===== config.mk =====
export PLATFORM = sky130hd
export DESIGN_NAME = llc_front
export DESIGN_NICKNAME = d
export VERILOG_FILES = /design/src/rtl/core/logistic_log_likelihood_core_defines.svh /design/src/rtl/core/llc_pkg.sv /design/src/rtl/core/llc_front.sv
export SDC_FILE = /design/constraint.sdc
export NUM_CORES = 2
export LEC_CHECK = 0
export BUFFER_PORTS_ARGS = -buffer_cell sky130_fd_sc_hd__buf_2
export CAP_MARGIN = 10
export CORE_MARGIN = 5
export CORE_UTILIZATION = 45
export CTS_CLUSTER_SIZE = 16
export DETAILED_ROUTE_END_ITERATION = 8
export HOLD_SLACK_MARGIN = 0.03
export PLACE_DENSITY = 0.71
export SLEW_MARGIN = 10
export SYNTH_ARGS = -nofsm -noshare
export SYNTH_HDL_FRONTEND = slang
export SYNTH_SLANG_ARGS = --single-unit

===== constraint.sdc =====
create_clock -name i_clk -period 12.9 [get_ports i_clk]
set_clock_uncertainty 0.05 [all_clocks]
set_input_delay 2.58 -clock i_clk [delete_from_list [all_inputs] [get_ports i_clk]]
set_output_delay 2.58 -clock i_clk [all_outputs]
set_load 0.05 [all_outputs]

===== src/rtl/core/logistic_log_likelihood_core_defines.svh =====
// Assertion macros used by the core's queue.
`ifndef LOGISTIC_LOG_LIKELIHOOD_CORE_DEFINES_SVH
`define LOGISTIC_LOG_LIKELIHOOD_CORE_DEFINES_SVH

`ifndef SYNTHESIS
`define LLC_ASSERT(lbl, clk, rst_n, prop, msg) \
    lbl: assert property (@(posedge clk) disable iff (!rst_n) prop) else $error(msg);
`define LLC_ASSERT_NEVER(lbl, clk, rst_n, expr, msg) \
    lbl: assert property (@(posedge clk) disable iff (!rst_n) !(expr)) else $error(msg);
`else
`define LLC_ASSERT(lbl, clk, rst_n, prop, msg)
`define LLC_ASSERT_NEVER(lbl, clk, rst_n, expr, msg)
`endif

`endif


===== src/rtl/core/llc_pkg.sv =====
package llc_pkg;

    localparam int FEAT_W    = 16;
    localparam int NUM_COEF  = 4;
    localparam int COEF_IDX_W = 2;
    localparam int APB_DW    = 32;
    localparam int PROD_W    = 2 * FEAT_W;
    localparam int Z_W       = PROD_W + 2;
    localparam int ZO_W      = 20;
    localparam int P_W       = 16;
    localparam int TERM_W    = 21;
    localparam int SUM_W     = 48;
    localparam int QUEUE_AW  = 2;
    localparam int QUEUE_DEPTH = 1 << QUEUE_AW;

    localparam logic [63:0] LN2_Q32 = 64'd2977044472;
    localparam logic [63:0] Z_LIM   = 64'd524288;
    localparam logic [63:0] ONE_Q32 = 64'h1_0000_0000;

    typedef logic signed [FEAT_W-1:0] t_coef;
    typedef t_coef [NUM_COEF-1:0] t_coef_set;

    typedef struct packed {
        logic [ZO_W-1:0] z_ofs;
        logic            label;
        logic            is_last;
    } t_queue_item;

    typedef struct packed {
        logic full;
        logic empty;
    } t_queue_flags;

    // restoring divider, table build only
    function automatic logic [63:0] udiv64(input logic [63:0] num, input logic [63:0] den);
        logic [64:0] rem;
        logic [63:0] quo;
        rem = '0;
        quo = '0;
        for (int i = 63; i >= 0; i--) begin
            rem = {rem[63:0], num[i]};
            if (rem >= {1'b0, den}) begin
                rem = rem - {1'b0, den};
                quo[i] = 1'b1;
            end
        end
        return quo;
    endfunction

    // ln of a positive integer, Q16.16
    function automatic logic [63:0] ln_int(input logic [63:0] a);
        logic [5:0]  k;
        logic [63:0] m;
        logic [63:0] l2;
        k = '0;
        for (int j = 1; j < 41; j++) begin
            if ((a >> j) != 64'd0) begin
                k = 6'(j);
            end
        end
        m  = a << (30 - int'(k));
        l2 = 64'(k) << 20;
        for (int i = 1; i <= 20; i++) begin
            m = (m * m) >> 30;
            if (m >= 64'h8000_0000) begin
                m  = m >> 1;
                l2 = l2 | (64'd1 << (20 - i));
            end
        end
        return (l2 * LN2_Q32 + (64'd1 << 35)) >> 36;
    endfunction

    function automatic logic signed [TERM_W-1:0] log_entry(input logic [63:0] idx,
                                                            input logic [63:0] depth);
        logic [63:0] diff;
        diff = ln_int((idx << 1) + 64'd1) - ln_int(depth << 1);
        return TERM_W'(diff);
    endfunction

    // 2^16 / (exp(u) + 1), u in Q16.16
    function automatic logic [63:0] sig_low(input logic [63:0] u);
        logic [63:0] big;
        logic [63:0] n;
        logic [63:0] r;
        logic [63:0] acc;
        logic [63:0] term;
        logic [63:0] den;
        big  = u << 16;
        n    = udiv64(big, LN2_Q32);
        r    = big - n * LN2_Q32;
        acc  = ONE_Q32;
        term = ONE_Q32;
        for (int i = 1; i <= 14; i++) begin
            term = udiv64((term * r) >> 32, 64'(i));
            acc  = acc + term;
        end
        if (n > 64'd20) begin
            n = 64'd20;
        end
        den = (acc << n) + ONE_Q32;
        return udiv64((64'd1 << 48) + (den >> 1), den);
    endfunction

    function automatic logic [P_W-1:0] sig_entry(input logic [63:0] idx,
                                                 input logic [63:0] depth);
        logic [63:0] off;
        logic [63:0] p;
        off = udiv64(((idx << 1) + 64'd1) << 19, depth);
        if (off < Z_LIM) begin
            p = sig_low(Z_LIM - off);
        end else begin
            p = 64'd65536 - sig_low(off - Z_LIM);
        end
        if (p < 64'd1) begin
            p = 64'd1;
        end
        if (p > 64'd65535) begin
            p = 64'd65535;
        end
        return P_W'(p);
    endfunction

endpackage


===== src/rtl/core/llc_front.sv =====
module llc_front (
    input  logic                  i_clk,
    input  logic                  i_rst_n,
    input  llc_pkg::t_coef_set    i_coefs,
    input  logic                  i_s_tvalid,
    output logic                  o_s_tready,
    input  logic [llc_pkg::NUM_COEF*llc_pkg::FEAT_W-1:0] i_s_tdata,
    input  logic                  i_s_tuser,
    input  logic                  i_s_tlast,
    input  llc_pkg::t_queue_flags i_queue_flags,
    output logic                  o_push,
    output llc_pkg::t_queue_item  o_push_item
);

    logic signed [llc_pkg::PROD_W-1:0] r_f1_prod [llc_pkg::NUM_COEF];
    logic r_f1_valid;
    logic r_f1_label;
    logic r_f1_last;
    logic r_f2_valid;
    llc_pkg::t_queue_item r_f2_item;

    logic adv;
    logic signed [llc_pkg::Z_W-1:0] z;
    llc_pkg::t_queue_item n_item;

    assign adv         = !r_f2_valid || !i_queue_flags.full;
    assign o_s_tready  = adv;
    assign o_push      = r_f2_valid && !i_queue_flags.full;
    assign o_push_item = r_f2_item;

    always_comb begin
        z = '0;
        for (int k = 0; k < llc_pkg::NUM_COEF; k++) begin
            z = z + llc_pkg::Z_W'(r_f1_prod[k]);
        end
    end

    // clamp to [-8, 8) and offset by 8
    always_comb begin
        n_item.label   = r_f1_label;
        n_item.is_last = r_f1_last;
        if (z[llc_pkg::Z_W-1] && !(&z[llc_pkg::Z_W-2:llc_pkg::ZO_W-1])) begin
            n_item.z_ofs = '0;
        end else if (!z[llc_pkg::Z_W-1] && (|z[llc_pkg::Z_W-2:llc_pkg::ZO_W-1])) begin
            n_item.z_ofs = '1;
        end else begin
            n_item.z_ofs = {~z[llc_pkg::ZO_W-1], z[llc_pkg::ZO_W-2:0]};
        end
    end

    always_ff @(posedge i_clk) begin
        if (adv) begin
            for (int k = 0; k < llc_pkg::NUM_COEF; k++) begin
                r_f1_prod[k] <= llc_pkg::PROD_W'($signed(i_coefs[k]))
                              * llc_pkg::PROD_W'($signed(i_s_tdata[k*llc_pkg::FEAT_W +: llc_pkg::FEAT_W]));
            end
            r_f1_label <= i_s_tuser;
            r_f1_last  <= i_s_tlast;
            r_f2_item  <= n_item;
        end
    end

    always_ff @(posedge i_clk) begin
        if (!i_rst_n) begin
            r_f1_valid <= 1'b0;
            r_f2_valid <= 1'b0;
        end else if (adv) begin
            r_f1_valid <= i_s_tvalid;
            r_f2_valid <= r_f1_valid;
        end
    end

endmodule


==> impl_metrics.csv <==
group,metric,value,unit
sta,setup_tns,0,ns
layout,mostFrequentLayoutCell,"inv_1",
worst_setup_path,criticalPathCategory,"in2reg",
routing,vias_per_cell,5.11,
synth,synth_nets,6405,
synth,syn-cell-area,47000,sq um
sta,hold_viol_final,0,
worst_setup_path,end_kind,"flip-flop",
synth,avgSynthCellArea,9.79,sq um
layout,syn_to_final_growth,5.52,%
grt,antenna_found_initial,23,
min_path,hp-class,"reg2reg",
layout,final_cell_mix,"1178 x inv_1, 1113 x fa_1, 521 x nand2_1",
clock_network,cts_tree,"built",
synth,ys_types,74,
grt,track_usage,0.196,
synth,synth_top_area_share,0.474,
clock_network,cts_buffers,17,
grt,globalRouteOverflowTotal,0,
clock_network,postCtsHoldBufs,0,
routing,wl_met1,42700,um
routing,drc_errors,0,
die,fp.dieW,333,um
clock_network,clk_pin_slew,0.07,ns
placed_design,gp_congestion,0.858,
worst_setup_path,path_cells,"buf_2 -> nand2_1 -> fa_1 -> inv_1 -> fa_1 -> inv_1 -> fa_1 -> inv_1 -> fa_1 -> fa_1 -> inv_1 -> fa_1 -> inv_1 -> ha_1 -> nand3_1 -> nor2_1 -> a2111oi_1 -> a211oi_1 -> o221ai_1 -> o211ai_1 -> a31oi_1 -> o21ai_1 -> a21oi_1 -> xnor2_1",
die,io_pins,159,
clock_network,post_cts_resized,0,
sta,fmax,111,MHz
synth,yosys_warnings,0,
clock_network,clockBufferDepth,2,
synth,synth-main-ff-cell,"edfxtp_1",
sta,relSlewSlack,0.330,
sta,period_share,0.699,
die,placementRows,118,
layout,seq_area,4600,sq um
sta,setup_violations,0,
layout,multi_input_area,37400,sq um
die,core_area,104000,sq um
grt,grt_max_degree,63,
synth,syn_inst,4796,
die,start_util,0.453,
worst_setup_path,cp_max_fo,16,
synth,yosys_register_bits,154,
worst_setup_path,worstPathArrival,9.14,ns
status,run_status,"completed",
routing,wl_met2,52900,um
sta,min_period,9.02,ns
worst_setup_path,crit_top_cell,"fa_1",
routing,wl_per_cell,16.6,um
layout,fin_nets,6441,
worst_setup_path,crit_path_start_kind,"primary input",
placed_design,hpwlAfterDp,89800,um
routing,wl_met3,4940,um
clock_network,clock-root-buffer,"clkbuf_16",
routing,initialDrtViolationCount,1660,
worst_setup_path,worstPathRequired,13.02,ns
synth,yosys.area.top_type,"fa_1",
clock_network,clk_latency,0.44,ns
sta,tightest_slew,1.01,ns
routing,vias,31902,
synth,synth-async-reset-ratio,0,
synth,yosys-top-cells-area,"fa_1 47%, edfxtp_1 9.7%, ha_1 9.6%",
sta,rsz0062_at_grt,"false",
flow_run,max_cap_viol_count,0,
synth,seq_area_frac_synth,0.0980,
worst_setup_path,cp_slowest_stage_delay,0.66,ns
die,die_h,333,um
layout,drive_gt1_frac,0.0462,
placed_design,port_buffers,157,
worst_setup_path,regToRegSetupSlack,6.60,ns
routing,highest_layer,"met5",
worst_setup_path,crit_slowest_cell,"a2111oi_1",
routing,antenna_left,0,
clock_network,post_cts_buffers,0,
routing,drtPass1Iterations,6,
layout,fillers,9611,
die,die-area,111000,sq um
clock_network,htreeDepth,4,
grt,grt_pass1_vias,35682,
grt,grt_pass1_wl,179000,um
clock_network,cts_sinks,154,
routing,wirelength,104000,um
synth,synth-edff-count,152,
sta,drv_slew,0,
## critical path: cells and delay by family
family	cells	cell delay [ns]
xor+xnor	1	0.14
fa+ha+maj	7	3.37
compound gates	7	2.08
simple gates	3	0.36
buf+inv	6	0.58
## cells in the mapped netlist, types with 30 or more instances
cell      count
nand2_1     522
fa_1       1113
nand2b_1     30
xor2_1       35
inv_1      1178
a21oi_1     114
a21o_1       46
nor2_1      117
clkbuf_1    133
edfxtp_1    152
ha_1        361
xnor2_1     131
and2_1      503
o21ai_0      44
nand3_1      40
## layout make-up
| type | instances | area share |
|---|---|---|
| clock inverters | 15 | 0.00300 |
| repair buffers | 159 | 0.0162 |
| flip-flops and latches | 154 | 0.0929 |
| diodes | 19 | 0.000959 |
| multi-input cells | 3321 | 0.754 |
| well taps | 1380 | 0.0348 |
| inverters | 1179 | 0.0893 |
| clock buffers | 17 | 0.00858 |
## per-layer routing
metal | global-route usage | vias to the layer above
li1 | - | 14389
met1 | 0.256 | 16612
met2 | 0.341 | 745
met3 | 0.0283 | 154
met4 | 0.0612 | 2
met5 | 0 | -
## logic make-up (layout without fill, tap and decap cells)
kind of cell / after synthesis / count (layout) / synth area share
compound gates: 380 / 380 / 0.0557
xor+xnor: 166 / 166 / 0.0310
fa+ha+maj: 1474 / 1474 / 0.571
buf+inv: 1321 / 1370 / 0.106
flops: 154 / 154 / 0.0980
mux: 1 / 1 / 0.000240
other cells: 0 / 19 / 0
simple gates: 1300 / 1300 / 0.138
## worst paths after layout
path / endpoint / cells past startpoint / start
worst max-delay path: r_f1_prod[3][31] / 24 / i_s_tdata[55]
worst min-delay path: o_push_item[1] / 0 / r_f1_label
worst max register to register: o_push_item[10] / 16 / r_f1_prod[0][1]
worst min register to register: o_push_item[1] / 0 / r_f1_label
## flip-flops by register name, summed over array words and instances, names as in the netlist
register / cells
r_f1_prod: 128
o_push_item: 22
r_f1_label: 1
r_f1_last: 1
r_f1_valid: 1
r_f2_valid: 1
## per-stage QoR
stage	std cells	hold WS, ns	utilization	instance area, sq um	setup WS (ns)
finish	6244	0.375	0.478	49600	3.88
global route	6240	0.397	0.478	49500	3.44
CTS	6225	0.378	0.478	49500	3.85
detailed placement	6193	0.370	0.472	48900	3.44
global placement	6193	0.356	0.472	48900	3.42
floorplan	4796	0.350	-	47000	4.18
Power is not shown: default switching activity piles up to over one toggle a cycle in this logic, so the estimate is an artifact.
