## src/rtl/core/logistic_log_likelihood_core_defines.svh

```systemverilog
// Assertion macros used by the core's queue.
`ifndef LOGISTIC_LOG_LIKELIHOOD_CORE_DEFINES_SVH
`define LOGISTIC_LOG_LIKELIHOOD_CORE_DEFINES_SVH

`ifndef SYNTHESIS
`define LLC_ASSERT(lbl, clk, rst_n, prop, msg) \
    lbl: assert property (@(posedge clk) disable iff (!rst_n) prop) else $error(msg);
`define LLC_ASSERT_NEVER(lbl, clk, rst_n, expr, msg) \
    lbl: assert property (@(posedge clk) disable iff (!rst_n) !(expr)) else $error(msg);
`else
`define LLC_ASSERT(lbl, clk, rst_n, prop, msg)
`define LLC_ASSERT_NEVER(lbl, clk, rst_n, expr, msg)
`endif

`endif

```

## src/rtl/core/llc_pkg.sv

```systemverilog
package llc_pkg;

    localparam int FEAT_W    = 16;
    localparam int NUM_COEF  = 4;
    localparam int COEF_IDX_W = 2;
    localparam int APB_DW    = 32;
    localparam int PROD_W    = 2 * FEAT_W;
    localparam int Z_W       = PROD_W + 2;
    localparam int ZO_W      = 20;
    localparam int P_W       = 16;
    localparam int TERM_W    = 21;
    localparam int SUM_W     = 48;
    localparam int QUEUE_AW  = 2;
    localparam int QUEUE_DEPTH = 1 << QUEUE_AW;

    localparam logic [63:0] LN2_Q32 = 64'd2977044472;
    localparam logic [63:0] Z_LIM   = 64'd524288;
    localparam logic [63:0] ONE_Q32 = 64'h1_0000_0000;

    typedef logic signed [FEAT_W-1:0] t_coef;
    typedef t_coef [NUM_COEF-1:0] t_coef_set;

    typedef struct packed {
        logic [ZO_W-1:0] z_ofs;
        logic            label;
        logic            is_last;
    } t_queue_item;

    typedef struct packed {
        logic full;
        logic empty;
    } t_queue_flags;

    // restoring divider, table build only
    function automatic logic [63:0] udiv64(input logic [63:0] num, input logic [63:0] den);
        logic [64:0] rem;
        logic [63:0] quo;
        rem = '0;
        quo = '0;
        for (int i = 63; i >= 0; i--) begin
            rem = {rem[63:0], num[i]};
            if (rem >= {1'b0, den}) begin
                rem = rem - {1'b0, den};
                quo[i] = 1'b1;
            end
        end
        return quo;
    endfunction

    // ln of a positive integer, Q16.16
    function automatic logic [63:0] ln_int(input logic [63:0] a);
        logic [5:0]  k;
        logic [63:0] m;
        logic [63:0] l2;
        k = '0;
        for (int j = 1; j < 41; j++) begin
            if ((a >> j) != 64'd0) begin
                k = 6'(j);
            end
        end
        m  = a << (30 - int'(k));
        l2 = 64'(k) << 20;
        for (int i = 1; i <= 20; i++) begin
            m = (m * m) >> 30;
            if (m >= 64'h8000_0000) begin
                m  = m >> 1;
                l2 = l2 | (64'd1 << (20 - i));
            end
        end
        return (l2 * LN2_Q32 + (64'd1 << 35)) >> 36;
    endfunction

    function automatic logic signed [TERM_W-1:0] log_entry(input logic [63:0] idx,
                                                            input logic [63:0] depth);
        logic [63:0] diff;
        diff = ln_int((idx << 1) + 64'd1) - ln_int(depth << 1);
        return TERM_W'(diff);
    endfunction

    // 2^16 / (exp(u) + 1), u in Q16.16
    function automatic logic [63:0] sig_low(input logic [63:0] u);
        logic [63:0] big;
        logic [63:0] n;
        logic [63:0] r;
        logic [63:0] acc;
        logic [63:0] term;
        logic [63:0] den;
        big  = u << 16;
        n    = udiv64(big, LN2_Q32);
        r    = big - n * LN2_Q32;
        acc  = ONE_Q32;
        term = ONE_Q32;
        for (int i = 1; i <= 14; i++) begin
            term = udiv64((term * r) >> 32, 64'(i));
            acc  = acc + term;
        end
        if (n > 64'd20) begin
            n = 64'd20;
        end
        den = (acc << n) + ONE_Q32;
        return udiv64((64'd1 << 48) + (den >> 1), den);
    endfunction

    function automatic logic [P_W-1:0] sig_entry(input logic [63:0] idx,
                                                 input logic [63:0] depth);
        logic [63:0] off;
        logic [63:0] p;
        off = udiv64(((idx << 1) + 64'd1) << 19, depth);
        if (off < Z_LIM) begin
            p = sig_low(Z_LIM - off);
        end else begin
            p = 64'd65536 - sig_low(off - Z_LIM);
        end
        if (p < 64'd1) begin
            p = 64'd1;
        end
        if (p > 64'd65535) begin
            p = 64'd65535;
        end
        return P_W'(p);
    endfunction

endpackage

```

## src/rtl/core/llc_queue.sv

```systemverilog
`include "logistic_log_likelihood_core_defines.svh"

module llc_queue (
    input  logic                 i_clk,
    input  logic                 i_rst_n,
    input  logic                 i_push,
    input  llc_pkg::t_queue_item i_push_item,
    input  logic                 i_pop,
    output llc_pkg::t_queue_item o_pop_item,
    output llc_pkg::t_queue_flags o_flags
);

    llc_pkg::t_queue_item r_mem [llc_pkg::QUEUE_DEPTH];
    logic [llc_pkg::QUEUE_AW-1:0] r_wr_ptr;
    logic [llc_pkg::QUEUE_AW-1:0] r_rd_ptr;
    logic [llc_pkg::QUEUE_AW:0]   r_count;

    assign o_pop_item    = r_mem[r_rd_ptr];
    assign o_flags.full  = (r_count == (llc_pkg::QUEUE_AW + 1)'(llc_pkg::QUEUE_DEPTH));
    assign o_flags.empty = (r_count == '0);

    always_ff @(posedge i_clk) begin
        if (i_push) begin
            r_mem[r_wr_ptr] <= i_push_item;
        end
    end

    always_ff @(posedge i_clk) begin
        if (!i_rst_n) begin
            r_wr_ptr <= '0;
            r_rd_ptr <= '0;
            r_count  <= '0;
        end else begin
            if (i_push) begin
                r_wr_ptr <= r_wr_ptr + 1'b1;
            end
            if (i_pop) begin
                r_rd_ptr <= r_rd_ptr + 1'b1;
            end
            if (i_push && !i_pop) begin
                r_count <= r_count + 1'b1;
            end else if (i_pop && !i_push) begin
                r_count <= r_count - 1'b1;
            end
        end
    end

    `LLC_ASSERT_NEVER(a_push_full, i_clk, i_rst_n, i_push && o_flags.full, "push into full queue")
    `LLC_ASSERT_NEVER(a_pop_empty, i_clk, i_rst_n, i_pop && o_flags.empty, "pop from empty queue")
    `LLC_ASSERT(a_count_up, i_clk, i_rst_n, (i_push && !i_pop) |=> (r_count == $past(r_count) + 1'b1), "queue count lost a push")

endmodule

```

## config.mk

```make
export PLATFORM = sky130hd
export DESIGN_NAME = llc_queue
export DESIGN_NICKNAME = d
export VERILOG_FILES = /design/src/rtl/core/llc_pkg.sv /design/src/rtl/core/llc_queue.sv
export VERILOG_INCLUDE_DIRS = /design/src /design/src/rtl/core
export SDC_FILE = /design/constraint.sdc
export NUM_CORES = 1
export LEC_CHECK = 0
export BUFFER_PORTS_ARGS = -buffer_cell sky130_fd_sc_hd__buf_2
export CAP_MARGIN = 10
export CORE_UTILIZATION = 54
export CTS_BUF_LIST = sky130_fd_sc_hd__clkbuf_4
export DETAILED_ROUTE_END_ITERATION = 8
export PLACE_DENSITY_LB_ADDON = 0.25
export SLEW_MARGIN = 10
export SYNTH_ARGS = -nofsm -noshare
export SYNTH_HDL_FRONTEND = slang
export SYNTH_SLANG_ARGS = --single-unit
```

## constraint.sdc

```tcl
create_clock -name i_clk -period 2.3 [get_ports i_clk]
set_input_delay 0.46 -clock i_clk [delete_from_list [all_inputs] [get_ports i_clk]]
set_output_delay 0.46 -clock i_clk [all_outputs]
set_load 0.005 [all_outputs]
```

==> flow_results.xml, run 1 <==
<?xml version="1.0" encoding="UTF-8"?>
<metrics>
  <group name="route">
    <metric name="dr.max_layer_used" unit="">met4</metric>
    <metric name="routed_wire_length" unit="um">5540</metric>
    <metric name="detailedRoute.firstIterationViolations" unit="">126</metric>
    <metric name="antenna_violating_nets_post_route" unit="">0</metric>
    <metric name="drt-wirelength-per-cell" unit="um">18.3</metric>
    <metric name="dr_wl_met3" unit="um">222</metric>
    <metric name="drt-pass1-iter-count" unit="">6</metric>
    <metric name="route.detailed.drc" unit="">7</metric>
    <metric name="via_count" unit="">1670</metric>
    <metric name="detail_route.wirelength.met1" unit="um">2280</metric>
    <metric name="wl_met2" unit="um">2930</metric>
    <metric name="average_via_count_per_standard_cell" unit="">5.51</metric>
  </group>
  <group name="finish">
    <metric name="antenna_cells_inserted" unit="">0</metric>
    <metric name="post_route_cells_drive_above_1_share" unit="">0.416</metric>
    <metric name="layout.nets" unit="">253</metric>
    <metric name="post-route-cell-area" unit="sq mm">0.00413</metric>
    <metric name="syn_to_final_growth" unit="%">13.8</metric>
    <metric name="utilization" unit="">0.642</metric>
  </group>
  <group name="worst_hold_path">
    <metric name="hp-class" unit="">in2reg</metric>
  </group>
  <group name="power_and_ir_drop">
    <metric name="clock_power_frac" unit="">0.239</metric>
    <metric name="powerDensity" unit="mW/mm^2">773</metric>
    <metric name="static-leakage-power" unit="uW">0.00144</metric>
    <metric name="swShare" unit="">0.228</metric>
    <metric name="power.share.combinational" unit="">0.118</metric>
    <metric name="fin_total_pwr" unit="uW">3190</metric>
    <metric name="ir_worst_vdd" unit="uV">488</metric>
    <metric name="p_int" unit="uW">2460</metric>
    <metric name="p_switching" unit="uW">727</metric>
    <metric name="p_seq_frac" unit="">0.644</metric>
  </group>
  <group name="logic_synthesis">
    <metric name="async_set_or_reset_register_ratio_after_synthesis" unit="">0</metric>
    <metric name="synth_edf_count" unit="">88</metric>
    <metric name="synthesized_area_fraction_occupied_by_xor_and_xnor_cells" unit="">0.0121</metric>
    <metric name="synth_top_flop_cell" unit="">edfxtp_1</metric>
    <metric name="yosys-top-cells-area" unit="">edfxtp_1 (73%), mux4_2 (12%), dfxtp_1 (5.0%)</metric>
    <metric name="synth-adder-area-share" unit="">0.0228</metric>
    <metric name="syn_area_per_cell" unit="sq um">23.1</metric>
    <metric name="synth_top_family_by_area" unit="">multiplexers</metric>
    <metric name="area_fraction_in_compound_gates_after_synthesis" unit="">0.00345</metric>
    <metric name="synth_area" unit="sq mm">0.00362</metric>
    <metric name="synth.largest_area_cell" unit="">edfxtp_1</metric>
    <metric name="synth_cell_type_count" unit="">20</metric>
    <metric name="synthesis.instances" unit="">157</metric>
    <metric name="synthesis.nets" unit="">189</metric>
    <metric name="ys_warn_count" unit="">0</metric>
    <metric name="post_synthesis_share_of_cell_area_spent_on_and_or_nand_and_nor_gates" unit="">0.0252</metric>
    <metric name="synth_largest_type_area_fraction" unit="">0.729</metric>
    <metric name="ys_ff_latch" unit="">97</metric>
    <metric name="synth.yosys.seq_area_share" unit="">0.779</metric>
    <metric name="most_instantiated_cells_after_synthesis" unit="">edfxtp_1 (88), mux4_2 (20), and2_1 (9), dfxtp_1 (9), ha_1 (5)</metric>
    <metric name="post_synth_mux_area_share" unit="">0.144</metric>
    <metric name="most_frequent_cell_after_synthesis" unit="">edfxtp_1</metric>
  </group>
  <group name="timing">
    <metric name="fin_crit" unit="ns">2.13</metric>
    <metric name="tightestPinTransition" unit="ns">0.348</metric>
    <metric name="clock_skew" unit="ns">0.0225</metric>
    <metric name="hold_violations" unit="">0</metric>
    <metric name="rsz_0062_raised_after_global_routing" unit="">no</metric>
    <metric name="timing.max_slew.rel_slack" unit="">0.768</metric>
    <metric name="slew_violations" unit="">0</metric>
    <metric name="totalNegativeSetupSlack" unit="ns">0</metric>
    <metric name="setup_viol_count_final" unit="">0</metric>
    <metric name="fmaxAchievable" unit="MHz">469</metric>
    <metric name="final_period_util" unit="">0.926</metric>
  </group>
  <group name="global_routing">
    <metric name="grt_first_pass_wirelength" unit="um">8970</metric>
    <metric name="grt_pass1_vias" unit="">1810</metric>
    <metric name="grt_usage" unit="">0.177</metric>
    <metric name="grt_overflow" unit="">0</metric>
    <metric name="antenna_found_initial" unit="">0</metric>
    <metric name="grt_start_max_net_pins" unit="">23</metric>
  </group>
  <group name="clock_network">
    <metric name="clock_sink_count" unit="">97</metric>
    <metric name="clock_buffer_count_from_cts" unit="">9</metric>
    <metric name="clock_tree.htree_level_count" unit="">3</metric>
    <metric name="cts-hold-fix-buffers" unit="">0</metric>
    <metric name="clock_insertion_delay_worst_skew" unit="ns">0.44</metric>
    <metric name="cts_root_buf" unit="">clkbuf_4</metric>
    <metric name="cts_tree" unit="">done</metric>
    <metric name="clock_pin_transition_on_the_worst_setup_and_hold_timing_paths" unit="ns">0.15</metric>
    <metric name="cts-root-to-sink-buffers" unit="">2</metric>
  </group>
  <group name="floorplanning">
    <metric name="boundaryPins" unit="">50</metric>
    <metric name="initial_utilization" unit="">0.564</metric>
    <metric name="die_height" unit="um">83.9</metric>
    <metric name="die-area" unit="sq mm">0.00704</metric>
    <metric name="die_w" unit="um">83.9</metric>
    <metric name="core_area" unit="sq mm">0.00642</metric>
    <metric name="rows" unit="">29</metric>
  </group>
  <group name="placement">
    <metric name="port-buffer-count" unit="">49</metric>
    <metric name="dpl-instance-area" unit="sq mm">0.00399</metric>
    <metric name="gpl_congestion" unit="">0.690</metric>
    <metric name="detailed_place_hpwl" unit="um">3590</metric>
  </group>
  <group name="critical_path">
    <metric name="arrival_time_at_the_worst_endpoint" unit="ns">1.67</metric>
    <metric name="path_cells" unit="">buf_12 &gt; mux4_2 &gt; buf_2</metric>
    <metric name="criticalPathCategory" unit="">reg2out</metric>
    <metric name="cp_top_family" unit="">multiplexers</metric>
    <metric name="timing.critical_path.slowest_cell_delay" unit="ns">0.53</metric>
    <metric name="setup.worst_path.end_class" unit="">primary output</metric>
    <metric name="crit_start_category" unit="">flip-flop</metric>
    <metric name="timing.critical_path.required" unit="ns">1.84</metric>
    <metric name="crit_path_max_fanout" unit="">14</metric>
    <metric name="cp_num_buf_inv" unit="">2</metric>
    <metric name="critical-path-slowest-cell" unit="">mux4_2</metric>
  </group>
  <group name="run">
    <metric name="max-cap-violations" unit="">0</metric>
  </group>
  <group name="outcome">
    <metric name="violations" unit="">design-rule violations</metric>
    <metric name="run_status" unit="">finished with violations</metric>
  </group>
</metrics>
-- layout make-up --
cell class / instances / area, sq um
Sequential cell: 97 / 2830
Fill cell: 433 / 2300
Multi-Input combinational cell: 52 / 753
Timing Repair Buffer: 57 / 318
Tap cell: 77 / 96.3
Clock buffer: 11 / 82.6
Clock inverter: 5 / 33.8
Inverter: 4 / 15.0
-- per-layer routing --
layer,GRT usage,vias to the layer above
met4,0.0940,0
met3,0.0504,8
met2,0.294,36
met5,0,-
met1,0.212,857
li1,-,769
-- metrics by stage --
stage	setup slack, ns	cells	hold slack (ns)
5_1_grt	0.0862	303	0.189
4_1_cts	0.0217	301	0.203
2_1_floorplan	0.563	157	0.472
3_3_place_gp	0.404	285	0.484
3_5_place_dp	0.234	285	0.537
6_report	0.170	303	0.224
-- power groups by stage --
| stage | Sequential, uW | Clock (uW) | Combinational (uW) |
|---|---|---|---|
| after global placement | 2090 | 0 | 351 |
| after detailed placement | 2100 | 0 | 370 |
| after global routing | 2060 | 871 | 408 |
| final | 2050 | 760 | 375 |
| after CTS | 2060 | 790 | 371 |
| after floorplan | 2080 | 0 | 220 |
-- flip-flops by register name, indices dropped and copies added, names as in the netlist, named ones only --
register	cells
r_mem	88
r_rd_ptr	2
r_wr_ptr	2
r_count	3
-- cells in the final DEF (no fill, tap or decap), drive strengths merged, types with 3 or more instances in the layout --
cell type | netlist | routed
ha | 5 | 5
and2 | 9 | 9
buf | 4 | 57
mux4 | 22 | 22
inv | 4 | 4
clkinv | 0 | 3
xor2 | 3 | 3
clkbuf | 0 | 11
edfxtp | 88 | 88
dfxtp | 9 | 9
-- what timing repair did --
action / 4_1_cts / 5_1_grt
setup endpoints to repair: 14 / 12
resized for setup: 1 / 0
cloned: 0 / 0
pin swaps: 0 / 0
buffers inserted: 0 / 2
-- worst paths after layout --
| path | from | endpoint | slack (ns) | cells past startpoint |
|---|---|---|---|---|
| setup / recovery | flip-flop | o_pop_item[6] | 0.17 | 3 |
| hold / removal | i_push_item[21] | r_mem[0][21] | 0.22 | 1 |
| setup reg to reg | r_count[0] | r_count[2] | 0.69 | 4 |
| hold reg to reg | r_count[2] | r_count[2] | 0.56 | 2 |
-- kinds of logic (layout without fill, tap and decap cells) --
logic type,after synthesis,count (layout)
buffers and inverters,8,77
muxes,24,24
DFF,97,97
xor gates and xnor gates,5,5
AOI/OAI and AO/OA,2,2
adders and majority gates,6,6
and+or+nand+nor,15,15
(Power assumes the default switching activity.)
==> run 2: changes to the inputs <==
Settings changed: CORE_UTILIZATION 54 to 58, RECOVER_POWER from default to 25.
==> run 2 against run 1 <==
Net effect:
- the run now ends clean
- setup slack worse by 0.038 ns
- core utilization up 5.4 points
- clock power rose by 22%
- clock skew fell by 0.015 ns
- register-to-register slack better by 0.03 ns
- maximum frequency is 1.8% lower
- via count is 1.7% lower
- flip-flop and latch count unchanged
- final cell count is the same
- cell area is 1.1% higher
- non-clock buffer count is 3 higher
- sequential power hardly changed
- critical endpoint is now o_pop_item[4]
==> flow_results.xml, run 2 (synthesized netlist as in run 1, its figures left out) <==
<?xml version="1.0" encoding="UTF-8"?>
<metrics>
  <group name="outcome">
    <metric name="run_status" unit="">finished, final reports clean</metric>
  </group>
  <group name="timing">
    <metric name="fin_crit" unit="ns">2.17</metric>
    <metric name="rsz_0062_raised_after_global_routing" unit="">no</metric>
    <metric name="clock_skew" unit="ns">0.00774</metric>
    <metric name="timing.max_slew.rel_slack" unit="">0.670</metric>
    <metric name="final_period_util" unit="">0.943</metric>
    <metric name="tightestPinTransition" unit="ns">0.495</metric>
    <metric name="setup_viol_count_final" unit="">0</metric>
    <metric name="hold_violations" unit="">0</metric>
    <metric name="fmaxAchievable" unit="MHz">461</metric>
    <metric name="totalNegativeSetupSlack" unit="ns">0</metric>
    <metric name="slew_violations" unit="">0</metric>
  </group>
  <group name="clock_network">
    <metric name="cts_repair_resize_count" unit="">1</metric>
    <metric name="clock_tree.htree_level_count" unit="">3</metric>
    <metric name="cts_tree" unit="">done</metric>
    <metric name="clock_sink_count" unit="">97</metric>
    <metric name="cts-root-to-sink-buffers" unit="">2</metric>
    <metric name="clock_insertion_delay_worst_skew" unit="ns">0.40</metric>
    <metric name="post-cts-setup-buffer-count" unit="">0</metric>
    <metric name="cts_root_buf" unit="">clkbuf_4</metric>
    <metric name="clock_buffer_count_from_cts" unit="">9</metric>
    <metric name="clock_pin_transition_on_the_worst_setup_and_hold_timing_paths" unit="ns">0.13</metric>
    <metric name="cts-hold-fix-buffers" unit="">0</metric>
  </group>
  <group name="critical_path">
    <metric name="setup.worst_path.end_class" unit="">primary output</metric>
    <metric name="criticalPathCategory" unit="">reg2out</metric>
    <metric name="critical_r2r_capture" unit="">r_mem[1][19]</metric>
    <metric name="arrival_time_at_the_worst_endpoint" unit="ns">1.71</metric>
    <metric name="timing.critical_path.required" unit="ns">1.84</metric>
    <metric name="reg2reg_slack" unit="ns">0.72</metric>
    <metric name="crit_path_max_fanout" unit="">9</metric>
    <metric name="startpoint_of_the_worst_slack_reg_to_reg_timing_path" unit="">r_wr_ptr[1]</metric>
    <metric name="timing.reg2reg.worst_path_depth" unit="">4</metric>
    <metric name="crit_start_category" unit="">flip-flop</metric>
  </group>
  <group name="floorplanning">
    <metric name="boundaryPins" unit="">50</metric>
    <metric name="core_area" unit="sq mm">0.00599</metric>
    <metric name="initial_utilization" unit="">0.605</metric>
    <metric name="rows" unit="">28</metric>
    <metric name="die-area" unit="sq mm">0.00657</metric>
    <metric name="die_w" unit="um">81.0</metric>
    <metric name="die_height" unit="um">81.0</metric>
  </group>
  <group name="global_routing">
    <metric name="use_met3" unit="">0.0348</metric>
    <metric name="grt_start_max_net_pins" unit="">23</metric>
    <metric name="antenna_found_initial" unit="">0</metric>
    <metric name="grt_pass1_vias" unit="">1737</metric>
    <metric name="grtUsageMet1" unit="">0.222</metric>
    <metric name="grt_first_pass_wirelength" unit="um">8430</metric>
    <metric name="grt_usage" unit="">0.187</metric>
    <metric name="grt-busiest-layer" unit="">met2</metric>
    <metric name="gr-usage-met2" unit="">0.327</metric>
    <metric name="grt_overflow" unit="">0</metric>
  </group>
  <group name="worst_hold_path">
    <metric name="hold-path-endpoint" unit="">r_mem[3][18]</metric>
    <metric name="hp-class" unit="">in2reg</metric>
    <metric name="worst_hold_startpoint" unit="">i_push_item[18]</metric>
    <metric name="hold_path_depth" unit="">1</metric>
  </group>
  <group name="placement">
    <metric name="port-buffer-count" unit="">49</metric>
    <metric name="detailed_place_hpwl" unit="um">3860</metric>
    <metric name="gpl_congestion" unit="">0.680</metric>
  </group>
  <group name="finish">
    <metric name="most_common_cell_after_layout_fill_and_taps_aside" unit="">edfxtp_1</metric>
    <metric name="antenna_cells_inserted" unit="">0</metric>
    <metric name="post_route_cells_drive_above_1_share" unit="">0.338</metric>
    <metric name="largest_reg_flops" unit="">88</metric>
    <metric name="layout_common_cells" unit="">edfxtp_1 (88), buf_2 (32), mux4_2 (20), clkbuf_1 (17)</metric>
    <metric name="area_of_the_multi_input_gates" unit="sq um">753</metric>
    <metric name="largestRegisters" unit="">r_mem x88, r_count x3</metric>
    <metric name="layout.nets" unit="">256</metric>
    <metric name="fill_cells" unit="">391</metric>
    <metric name="syn_to_final_growth" unit="%">15.1</metric>
    <metric name="top_register" unit="">r_mem</metric>
    <metric name="layout.area.seq" unit="sq mm">0.00283</metric>
  </group>
  <group name="route">
    <metric name="drt-pass1-iter-count" unit="">4</metric>
    <metric name="detailedRoute.firstIterationViolations" unit="">46</metric>
    <metric name="routed_wire_length" unit="um">5490</metric>
    <metric name="route.detailed.drc" unit="">0</metric>
    <metric name="via_count" unit="">1641</metric>
    <metric name="drt-wirelength-per-cell" unit="um">18.1</metric>
    <metric name="antenna_violating_nets_post_route" unit="">0</metric>
    <metric name="average_via_count_per_standard_cell" unit="">5.42</metric>
  </group>
  <group name="power_and_ir_drop">
    <metric name="ir_worst_vdd" unit="uV">676</metric>
    <metric name="powerDensity" unit="mW/mm^2">804</metric>
    <metric name="fin_total_pwr" unit="uW">3350</metric>
    <metric name="static-leakage-power" unit="uW">0.00143</metric>
  </group>
  <group name="run">
    <metric name="max-cap-violations" unit="">0</metric>
  </group>
</metrics>
run 2: changes by cell type in the layout (fill, tap and decap cells not counted), sizes merged:
cell,previous run,this run
buf,57,43
bufinv,0,2
clkbuf,11,26
clkinvlp,2,1
run 2: where the power goes:
group          internal (uW)  leakage (uW)  switching (uW)
combinational            201      0.000468             166
sequential              2020      0.000883            43.1
clock                    431     0.0000771             497
total                   2650       0.00143             706
run 2: critical path, stage by stage, from the launching register on:
cell and delay [ns]:
dfxtp_4 0.49, buf_12 0.17, mux4_2 0.51, buf_2 0.14
run 2: worst max-delay path by stage:
stage	to	slack [ns]	startpoint	cells past startpoint
floorplan	r_count[2]	0.56	i_pop	7
global placement	r_count[2]	0.41	i_push	7
detailed placement	r_count[2]	0.30	i_push	7
CTS	o_pop_item[4]	0.07	flip-flop	3
global route	o_pop_item[2]	0.04	flip-flop	3
finish	o_pop_item[4]	0.13	flip-flop	3
run 2: layout make-up:
type / count / share of cell area
multi-input cells: 52 / 0.181
repair buffers: 60 / 0.0795
well taps: 75 / 0.0225
inverters: 4 / 0.00360
clock buffers: 9 / 0.0162
clock inverters: 6 / 0.0201
flip-flops and latches: 97 / 0.678
run 2: stage by stage:
step                      worst slack [ns]  utilization  hold slack, ns  cells  instance area, sq um
after floorplan                      0.563            -           0.472    157                  3620
after global placement               0.407        0.674           0.484    288                  4040
after detailed placement             0.297        0.674           0.521    288                  4040
after CTS                           0.0709        0.700           0.232    303                  4190
after global routing                0.0400        0.696           0.249    303                  4170
final                                0.132        0.696           0.271    303                  4170
run 2: layer usage:
metal | part of all wire | vias to the layer above | wire (um)
met5 | 0 | - | 0
met2 | 0.55 | 40 | 3010
li1 | - | 774 | -
met1 | 0.40 | 818 | 2200
met3 | 0.034 | 9 | 186
met4 | 0.016 | 0 | 86
==> run 3: changes to the inputs <==
--- a/constraint.sdc
+++ b/constraint.sdc
@@ -3,2 +3,2 @@
 set_output_delay 0.46 -clock i_clk [all_outputs]
-set_load 0.005 [all_outputs]
+set_load 0.01 [all_outputs]
==> run 3 against run 2 <==
Net effect:
- clock power is 5.0% higher
- flip-flop and latch count stayed put
- non-clock buffer count is 1 higher
- core utilization is 0.31 points higher
- clock-buffer cell count stayed put
- sequential power hardly changed
- setup slack better by 0.022 ns
- largest power group unchanged
==> flow_results.xml, run 3 (synthesized netlist as in run 1, its figures left out) <==
<?xml version="1.0" encoding="UTF-8"?>
<metrics>
  <group name="route">
    <metric name="average_via_count_per_standard_cell" unit="">5.50</metric>
    <metric name="route.detailed.drc" unit="">0</metric>
    <metric name="drt-wirelength-per-cell" unit="um">18.0</metric>
    <metric name="antenna_violating_nets_post_route" unit="">0</metric>
    <metric name="detailedRoute.firstIterationViolations" unit="">111</metric>
    <metric name="drt-pass1-iter-count" unit="">4</metric>
    <metric name="via_count" unit="">1677</metric>
    <metric name="routed_wire_length" unit="um">5480</metric>
  </group>
  <group name="critical_path">
    <metric name="critical-path-slowest-cell" unit="">mux4_2</metric>
    <metric name="timing.critical_path.required" unit="ns">1.84</metric>
    <metric name="criticalPathCategory" unit="">reg2out</metric>
    <metric name="crit_path_max_fanout" unit="">6</metric>
    <metric name="setup.worst_path.end_class" unit="">primary output</metric>
    <metric name="path_cells" unit="">buf_4 &gt; mux4_2 &gt; buf_2</metric>
    <metric name="timing.critical_path.slowest_cell_delay" unit="ns">0.52</metric>
    <metric name="arrival_time_at_the_worst_endpoint" unit="ns">1.69</metric>
    <metric name="crit_start_category" unit="">flip-flop</metric>
  </group>
  <group name="floorplanning">
    <metric name="core_area" unit="sq mm">0.00599</metric>
    <metric name="boundaryPins" unit="">50</metric>
    <metric name="initial_utilization" unit="">0.605</metric>
    <metric name="die-area" unit="sq mm">0.00657</metric>
    <metric name="rows" unit="">28</metric>
    <metric name="die_height" unit="um">81.0</metric>
    <metric name="die_w" unit="um">81.0</metric>
  </group>
  <group name="global_routing">
    <metric name="antenna_found_initial" unit="">0</metric>
    <metric name="grt_first_pass_wirelength" unit="um">8470</metric>
    <metric name="grt_overflow" unit="">0</metric>
    <metric name="grt_usage" unit="">0.189</metric>
    <metric name="grt_start_max_net_pins" unit="">23</metric>
    <metric name="grt_pass1_vias" unit="">1698</metric>
  </group>
  <group name="finish">
    <metric name="post_route_cells_drive_above_1_share" unit="">0.357</metric>
    <metric name="largestRegisters" unit="">r_mem x88, r_count x3</metric>
    <metric name="area_of_the_multi_input_gates" unit="sq um">753</metric>
    <metric name="stdcell_count" unit="">305</metric>
    <metric name="layout.area.seq" unit="sq mm">0.00283</metric>
    <metric name="layout.nets" unit="">257</metric>
    <metric name="top_register" unit="">r_mem</metric>
    <metric name="largest_reg_flops" unit="">88</metric>
    <metric name="syn_to_final_growth" unit="%">15.6</metric>
    <metric name="most_common_cell_after_layout_fill_and_taps_aside" unit="">edfxtp_1</metric>
    <metric name="antenna_cells_inserted" unit="">0</metric>
    <metric name="layout_common_cells" unit="">edfxtp_1 (88), buf_2 (34), mux4_2 (20), clkbuf_1 (15), buf_4 (10)</metric>
    <metric name="fill_cells" unit="">380</metric>
  </group>
  <group name="clock_network">
    <metric name="clock_buffer_count_from_cts" unit="">9</metric>
    <metric name="cts-hold-fix-buffers" unit="">0</metric>
    <metric name="cts-root-to-sink-buffers" unit="">2</metric>
    <metric name="cts_root_buf" unit="">clkbuf_4</metric>
    <metric name="clock_insertion_delay_worst_skew" unit="ns">0.42</metric>
    <metric name="clock_pin_transition_on_the_worst_setup_and_hold_timing_paths" unit="ns">0.14</metric>
    <metric name="cts_tree" unit="">done</metric>
    <metric name="clock_sink_count" unit="">97</metric>
    <metric name="clock_tree.htree_level_count" unit="">3</metric>
  </group>
  <group name="timing">
    <metric name="timing.max_slew.rel_slack" unit="">0.680</metric>
    <metric name="setup_viol_count_final" unit="">0</metric>
    <metric name="hold_violations" unit="">0</metric>
    <metric name="rsz_0062_raised_after_global_routing" unit="">no</metric>
    <metric name="tightestPinTransition" unit="ns">0.479</metric>
    <metric name="totalNegativeSetupSlack" unit="ns">0</metric>
    <metric name="clock_skew" unit="ns">0.0118</metric>
    <metric name="fmaxAchievable" unit="MHz">466</metric>
    <metric name="fin_crit" unit="ns">2.15</metric>
    <metric name="slew_violations" unit="">0</metric>
    <metric name="final_period_util" unit="">0.933</metric>
  </group>
  <group name="worst_hold_path">
    <metric name="hp-class" unit="">in2reg</metric>
  </group>
  <group name="power_and_ir_drop">
    <metric name="powerDensity" unit="mW/mm^2">819</metric>
    <metric name="ir_worst_vdd" unit="uV">453</metric>
    <metric name="static-leakage-power" unit="uW">0.00144</metric>
  </group>
  <group name="placement">
    <metric name="port-buffer-count" unit="">49</metric>
    <metric name="detailed_place_hpwl" unit="um">3690</metric>
    <metric name="post-place-cells" unit="">288</metric>
    <metric name="gpl_congestion" unit="">0.673</metric>
  </group>
  <group name="outcome">
    <metric name="run_status" unit="">finished, final reports clean</metric>
  </group>
  <group name="run">
    <metric name="max-cap-violations" unit="">0</metric>
  </group>
</metrics>
run 3: cell type report:
| class | instances | area share |
|---|---|---|
| flip-flops and latches | 97 | 0.675 |
| repair buffers | 61 | 0.0815 |
| well taps | 75 | 0.0224 |
| clock inverters | 7 | 0.0221 |
| multi-input cells | 52 | 0.180 |
| inverters | 4 | 0.00358 |
| clock buffers | 9 | 0.0161 |
run 3: metrics by stage:
step                 util  cell area [sq um]  power, uW  hold slack, ns  worst slack, ns
floorplan               -               3620       2330           0.472            0.563
global placement    0.672               4030       2480           0.486            0.371
detailed placement  0.672               4030       2500           0.516            0.306
CTS                 0.703               4210       3470           0.201           0.0992
global route        0.699               4190       3570           0.224           0.0700
finish              0.699               4190       3430           0.245            0.154
run 3: worst paths after layout:
path / endpoint / from / depth (start not counted) / slack [ns]
worst min register to register: r_count[2] / r_count[2] / 2 / 0.53
worst max-delay path: o_pop_item[14] / flip-flop / 3 / 0.15
worst max register to register: r_mem[1][8] / r_wr_ptr[0] / 3 / 0.72
worst min-delay path: r_mem[2][18] / i_push_item[18] / 1 / 0.25
run 3: where the power goes:
group | switching (uW) | leakage [uW] | total, uW | internal (uW)
Clock | 535 | 0.0000800 | 974 | 439
Sequential | 35.2 | 0.000883 | 2050 | 2020
Combinational | 199 | 0.000479 | 404 | 205
run 3: worst max-delay path, delay by kind of cell, from the launching register on:
family,cells,cell delay [ns]
flops,1,0.40
buf+inv,2,0.35
mux,1,0.52
run 3: layer usage:
metal / share of wire / track usage
met2: 0.51 / 0.303
met3: 0.033 / 0.0371
met5: 0 / 0
met4: 0.018 / 0.102
met1: 0.43 / 0.246
run 3: timing repair:
action / 4_1_cts / 5_1_grt
setup endpoints to repair: 14 / 0
buffers inserted: 1 / 0
resized for setup: 1 / 0
endpoints found under the hold margin: 0 / 0
